$ cat config.mk
export PLATFORM = sky130hd
export DESIGN_NAME = pku_ctrl
export DESIGN_NICKNAME = d
export VERILOG_FILES = /design/src/rtl/core/pku_pkg.sv /design/src/rtl/core/pku_ctrl.sv
export SDC_FILE = /design/constraint.sdc
export NUM_CORES = 1
export LEC_CHECK = 0
export ABC_AREA = 1
export BUFFER_PORTS_ARGS = -buffer_cell sky130_fd_sc_hd__buf_2
export CAP_MARGIN = 25
export CORE_MARGIN = 4
export CORE_UTILIZATION = 50
export CTS_CLUSTER_SIZE = 30
export DETAILED_ROUTE_END_ITERATION = 8
export PLACE_DENSITY = 0.76
export SLEW_MARGIN = 15
export SYNTH_ARGS = -nofsm -noshare
export SYNTH_HDL_FRONTEND = slang
export SYNTH_SLANG_ARGS = --single-unit
$ cat constraint.sdc
create_clock -name clk -period 1.5 [get_ports clk]
set_input_delay 0.075 -clock clk [delete_from_list [all_inputs] [get_ports clk]]
set_output_delay 0.075 -clock clk [all_outputs]
set_load 0.05 [all_outputs]
$ cat src/rtl/core/pku_pkg.sv
// pku_pkg: shared types, constants and helpers of the particle keyframe update block
// life stage record, step and action codes, controller/datapath command and status
// no dependencies
package pku_pkg;

	localparam int MAX_STAGES_DEF = 8;
	localparam int FRAC_BITS_DEF  = 16;
	localparam int SW             = 72;

	localparam logic [1:0] ACT_LOAD  = 2'd0;
	localparam logic [1:0] ACT_START = 2'd1;
	localparam logic [1:0] ACT_TICK  = 2'd2;

	localparam logic REG_MAX_AGE     = 1'b0;
	localparam logic REG_STAGE_COUNT = 1'b1;

	typedef struct packed {
		logic signed [31:0] age;
		logic signed [31:0] size;
		logic signed [31:0] alpha;
		logic signed [31:0] speed;
		logic signed [31:0] gravity;
		logic signed [31:0] rot;
		logic [7:0]         colour;
		logic               rnd;
	} stage_t;

	localparam int STAGE_W = $bits(stage_t);

	typedef enum logic [3:0] {
		STEP_G, STEP_DIRY, STEP_RS, STEP_ANG, STEP_SPD, STEP_ALPHA, STEP_SIZE,
		STEP_VX, STEP_PX, STEP_VY, STEP_PY, STEP_VZ, STEP_PZ
	} step_t;

	typedef struct packed {
		logic  div_start_age;
		logic  div_start_t;
		logic  age_upd;
		logic  latch_prev;
		logic  latch_next;
		logic  t_clear;
		logic  t_load;
		logic  mul;
		logic  acc;
		logic  out_load;
		step_t step;
	} pku_cmd_t;

	typedef struct packed {
		logic div_done;
		logic dead;
		logic age_le;
		logic diff_zero;
		logic out_free;
	} pku_stat_t;

	function automatic logic signed [31:0] sat32(input logic signed [SW-1:0] v);
		logic signed [31:0] r;
		if ((&v[SW-1:31]) || !(|v[SW-1:31]))
			r = v[31:0];
		else if (v[SW-1])
			r = 32'sh80000000;
		else
			r = 32'sh7FFFFFFF;
		return r;
	endfunction

endpackage

$ cat src/rtl/core/pku_ctrl.sv
// pku_ctrl: sequencer for one tick: age division, stage search, blend division, mac steps
// depends on pku_pkg
module pku_ctrl #(
	parameter int MAX_STAGES = pku_pkg::MAX_STAGES_DEF
) (
	input  logic                 clk,
	input  logic                 arst_n,
	input  logic                 tick_acc,
	input  logic [3:0]           stage_count,
	input  pku_pkg::pku_stat_t   stat,
	output pku_pkg::pku_cmd_t    cmd,
	output logic [(MAX_STAGES > 1 ? $clog2(MAX_STAGES) : 1)-1:0] rd_addr,
	output logic                 busy
);
	import pku_pkg::*;

	localparam int AW = MAX_STAGES > 1 ? $clog2(MAX_STAGES) : 1;
	localparam int CW = $clog2(MAX_STAGES + 1);

	typedef enum logic [14:0] {
		S_IDLE     = 15'b000000000000001,
		S_AGE_GO   = 15'b000000000000010,
		S_AGE_DIV  = 15'b000000000000100,
		S_AGE_UPD  = 15'b000000000001000,
		S_LIFE     = 15'b000000000010000,
		S_SRCH_RD  = 15'b000000000100000,
		S_SRCH_CHK = 15'b000000001000000,
		S_FETCH_P  = 15'b000000010000000,
		S_FETCH_N  = 15'b000000100000000,
		S_LATCH_N  = 15'b000001000000000,
		S_T_GO     = 15'b000010000000000,
		S_T_DIV    = 15'b000100000000000,
		S_MUL      = 15'b001000000000000,
		S_ACC      = 15'b010000000000000,
		S_FINISH   = 15'b100000000000000
	} state_t;

	state_t         state_q, state_d;
	step_t          step_q;
	logic [CW-1:0]  p_q, p_inc, n_eff;
	logic [31:0]    sc32;
	logic           has_next;

	assign sc32     = 32'(stage_count);
	assign n_eff    = (sc32 == 32'd0) ? CW'(1) :
		(sc32 > 32'(MAX_STAGES)) ? CW'(MAX_STAGES) : CW'(sc32);
	assign p_inc    = p_q + CW'(1);
	assign has_next = p_inc < n_eff;

	always_comb begin
		state_d = state_q;
		cmd     = '0;
		cmd.step = step_q;
		rd_addr = p_q[AW-1:0];
		case (state_q)
			S_IDLE: begin
				if (tick_acc) state_d = S_AGE_GO;
			end
			S_AGE_GO: begin
				cmd.div_start_age = 1'b1;
				state_d = S_AGE_DIV;
			end
			S_AGE_DIV: begin
				if (stat.div_done) state_d = S_AGE_UPD;
			end
			S_AGE_UPD: begin
				cmd.age_upd = 1'b1;
				state_d = S_LIFE;
			end
			S_LIFE: begin
				state_d = stat.dead ? S_FINISH : S_SRCH_RD;
			end
			S_SRCH_RD: begin
				rd_addr = p_inc[AW-1:0];
				state_d = has_next ? S_SRCH_CHK : S_FETCH_P;
			end
			S_SRCH_CHK: begin
				state_d = stat.age_le ? S_SRCH_RD : S_FETCH_P;
			end
			S_FETCH_P: begin
				state_d = S_FETCH_N;
			end
			S_FETCH_N: begin
				cmd.latch_prev = 1'b1;
				rd_addr = has_next ? p_inc[AW-1:0] : p_q[AW-1:0];
				state_d = S_LATCH_N;
			end
			S_LATCH_N: begin
				cmd.latch_next = 1'b1;
				state_d = S_T_GO;
			end
			S_T_GO: begin
				if (has_next && !stat.diff_zero) begin
					cmd.div_start_t = 1'b1;
					state_d = S_T_DIV;
				end else begin
					cmd.t_clear = 1'b1;
					state_d = S_MUL;
				end
			end
			S_T_DIV: begin
				if (stat.div_done) begin
					cmd.t_load = 1'b1;
					state_d = S_MUL;
				end
			end
			S_MUL: begin
				cmd.mul = 1'b1;
				state_d = S_ACC;
			end
			S_ACC: begin
				cmd.acc = 1'b1;
				state_d = (step_q == STEP_PZ) ? S_FINISH : S_MUL;
			end
			S_FINISH: begin
				if (stat.out_free) begin
					cmd.out_load = 1'b1;
					state_d = S_IDLE;
				end
			end
			default: state_d = S_IDLE;
		endcase
	end

	always_ff @(posedge clk or negedge arst_n) begin
		if (!arst_n) begin
			state_q <= S_IDLE;
			step_q  <= STEP_G;
			p_q     <= '0;
		end else begin
			state_q <= state_d;
			if (state_q == S_LIFE) begin
				p_q <= '0;
			end else if (state_q == S_SRCH_CHK && stat.age_le) begin
				p_q <= p_inc;
			end
			if (state_q == S_T_GO || state_q == S_T_DIV) begin
				step_q <= STEP_G;
			end else if (state_q == S_ACC && step_q != STEP_PZ) begin
				step_q <= step_t'(step_q + 4'd1);
			end
		end
	end

	assign busy = state_q != S_IDLE;
endmodule

==> impl_metrics.toml, run 1 <==
[yosys]
synthDominantCellAreaShare = 0.340
syn-cell-area_sq_um = 1620
yosys_most_used_dff = "dfrtp_1"
ys_warn_count = 0
synth_fp_nets = 226
synthDistinctLibCells = 29
netlist.top_cell.by_area = "dfrtp_1"
ys_ff_latch = 23
synth_common_cells = "inv_1, nand2_1, nand3_1"
syn_area_per_cell_sq_um = 7.78
async_flop_share = 1.00
synth_area_leaders = "dfrtp_1, nand3_1, inv_1"
seq_area_frac_synth = 0.356
synth_edf_count = 0
syn_inst = 208
synthMostInstantiatedCell = "inv_1"

[placed_design]
port_buffers = 29
post-place-ws_ps = -452
dp_hpwl_um = 3380
place_congestion = 0.795

[clock_network]
clockBufferDepth = 2
cts_made_buffers = 3
htreeDepth = 1
clock-sinks = 23
cts_root_buf = "clkbuf_4"

[floorplan]
ios = 30
rows = 20
initial_utilization = 0.526
dieHeight_um = 64.9
die_x_um = 64.9

[run_status]
last-stage-reached = "global routing (5_1_grt)"
error = "[ERROR DPL-0038] Utilization greater than 100%, impossible to legalize"
status = "aborted with a tool error"

[grt]
grt_start_max_net_pins = 24

[timing]
worst_path_end_type = "top-level output"
worst_endpoint = "cmd[12]"
logic make-up after synthesis:
logic type      after synthesis  share of synthesized area
buf+inv                      37                     0.0858
simple gates                116                      0.413
compound gates               22                     0.0773
flops                        23                      0.356
xor+xnor                      4                     0.0216
fa+ha+maj                     6                     0.0464
repair_timing:
| item | CTS |
|---|---|
| pin swaps | 19 |
| setup buffers | 13 |
| endpoints found under the hold margin | 24 |
| endpoints found under the setup margin | 32 |
| hold buffers | 3 |
| resized for setup | 90 |
through the flow:
step / cell area (sq um) / hold slack, ps / instances
after floorplan: 1790 / -221 / 208
after global placement: 2360 / 94.3 / 331
after detailed placement: 2360 / 83.3 / 331
after CTS: 2840 / 80.9 / 350
==> run 2, diff against run 1 <==
- CORE_UTILIZATION: 50 -> 40
- CTS_CLUSTER_SIZE: 30 -> unset
- PLACE_DENSITY: 0.76 -> unset
- PLACE_DENSITY_LB_ADDON: unset -> 0.15
- clock period: 1.5 -> 1.95 ns (I/O delays scaled with it)
==> run 2 against run 1 <==
Against the previous run: the flow now finishes, with violations (setup timing); area after synthesis unchanged; synthesized cell count did not move.
==> impl_metrics.toml, run 2 <==
[critical_path]
slowest_stage = "dfrtp_1"
crit_fanout = 5
cp.arrival_ps = 1950
cp.required_ps = 1850
criticalPathCategory = "flip-flop to primary output"
startpoint_type = "flip-flop"
cp_slowest_stage_delay_ps = 430
critPathCaptureType = "primary output"
crit_chain = "nand3_2, xor2_2, ha_4, a21oi_4, nand3_2, nand2_4, xor2_2, buf_6"

[yosys]
synthMostInstantiatedCell = "inv_1"
syn-cell-area_sq_um = 1620
syn_inst = 208
ys_ff_latch = 23
netlist.top_cell.by_area = "dfrtp_1"
async_flop_share = 1.00
yosys_most_used_dff = "dfrtp_1"
synth_edf_count = 0
synth_fp_nets = 226
synth_common_cells = "inv_1, nand2_1, nand3_1"
seq_area_frac_synth = 0.356
synthDistinctLibCells = 29
ys_warn_count = 0
synthDominantCellAreaShare = 0.340
syn_area_per_cell_sq_um = 7.78
synth_area_leaders = "dfrtp_1, nand3_1, inv_1"

[power_and_ir_drop]
power_mw = 1.81
p_leak_nw = 1.14
peakVddDrop_v = 0.000407
p_per_area_nw_per_um2 = 812

[finish]
drive_above_1_share = 0.444
nNetsFinal = 278
regArea_sq_um = 579
multi_input_area_sq_um = 1060
final_cell_mix = "inv_1, nand2_1, nand3_1, buf_2, dfrtp_1"
fillers = 350
largestRegisters = "state_q x15, p_q x4, step_q x4"
antenna_cells = 0
largest_reg_flops = 15
largest-register = "state_q"
areaGrowthSynthToFinish_pct = 37.6

[placed_design]
dp_hpwl_um = 2900
post-place-ws_ps = 52.5
place_congestion = 0.808
port_buffers = 29

[grt]
grt_start_max_net_pins = 24
grt_pass1_vias = 1446
grt_usage = 0.161
grt_first_pass_wirelength_um = 6580
grt_overflow = 0
antenna_found_initial = 0

[clock_network]
cts_tree = "done"
cts.clk_slew.worst_paths_ps = 80
cts_root_buf = "clkbuf_8"
cts_made_buffers = 3
htreeDepth = 1
clk_latency_ps = 270
clock-sinks = 23
clockBufferDepth = 2

[detailed_routing]
antenna_left = 0
drc = 0
dr.pass1.iters = 4
post_drt_wl_per_cell_um = 12.6
num_vias = 1508
avgViaCountPerCell = 4.91
met3WireLength_um = 124
wl_um = 3860
top_layer_used = "met4"
drt_iter0_markers = 56
wl_met1_um = 1820
wl_met2_um = 1850

[timing]
maxSlewHeadroom = 0.646
min_period_over_period = 1.05
worst_slew_pin_slew_ps = 531
timing.final.ws_setup_ps = -101
grt_setup_unrepaired = "yes"
fin_tns_setup_ps = -415
fin_worst_skew_ps = 4.32
finalMaxSlewViolations = 0
fmax_ghz = 0.488
period_needed_ps = 2050
whs_ps = 25.3
finalHoldViolCount = 0
setup_viol = 5

[job]
cap_viol_max_count = 0

[floorplan]
die_x_um = 71.6
initial_utilization = 0.426
rows = 22
dieHeight_um = 71.6
die-area_sq_um = 5130
core-area_sq_um = 3800
ios = 30

[run_status]
violations = "setup timing"
status = "finished, violations left"

[hold_path]
hold_path_class = "input port to flip-flop"
[run 2: logic make-up after synthesis]
kind of cell / count (synthesis) / synth area share
fa+ha+maj: 6 / 0.0464
buf+inv: 37 / 0.0858
simple gates: 116 / 0.413
xor+xnor: 4 / 0.0216
flops: 23 / 0.356
compound gates: 22 / 0.0773
[run 2: repair_timing]
item,CTS,global route
endpoints found under the hold margin,22,0
hold buffers,1,0
resized for setup,19,26
setup endpoints to repair,6,11
buffers inserted,2,5
pin swaps,7,9
[run 2: cell type report]
type	instances	area share
clock buffer	4	0.0202
inverter	37	0.0651
sequential	23	0.260
timing repair buffer	47	0.153
multi-input combinational	148	0.475
tap	48	0.0270
[run 2: stage by stage]
stage           util  area, sq um  cells
2_1_floorplan      -         1640    208
3_3_place_gp   0.510         1940    295
3_5_place_dp   0.510         1940    295
4_1_cts        0.546         2080    302
5_1_grt        0.587         2230    307
6_report       0.587         2230    307
[run 2: critical path, delay by kind of cell, from the launching register on]
| kind | cells | cell delay (ps) |
|---|---|---|
| compound gates | 1 | 160 |
| buf+inv | 1 | 170 |
| flops | 1 | 430 |
| fa+ha+maj | 1 | 240 |
| xor+xnor | 2 | 350 |
| simple gates | 3 | 320 |
[run 2: power by group]
group          leakage, nW  internal, mW  switching, mW  total (mW)
clock network       0.0228         0.146          0.162       0.309
logic                0.805         0.369          0.566       0.935
registers            0.313         0.526         0.0393       0.566
total                 1.14          1.04          0.767        1.81
[run 2: worst paths after layout]
path	from	end	slack, ps	cells after the start
setup / recovery	p_q[0]	rd_addr[0]	-100	8
hold / removal	stat[2]	state_q[7]	30	2
setup reg to reg	state_q[13]	p_q[1]	250	9
hold reg to reg	step_q[2]	step_q[2]	530	1
max in group asynchronous	arst_n	state_q[2]	1230	2
min in group asynchronous	arst_n	state_q[13]	330	2
[run 2: per-layer routing]
| metal | track usage | up-vias |
|---|---|---|
| li1 | - | 779 |
| met1 | 0.222 | 704 |
| met2 | 0.255 | 20 |
| met3 | 0.0266 | 5 |
| met4 | 0.0564 | 0 |
| met5 | 0 | - |
(Power assumes the default switching activity.)
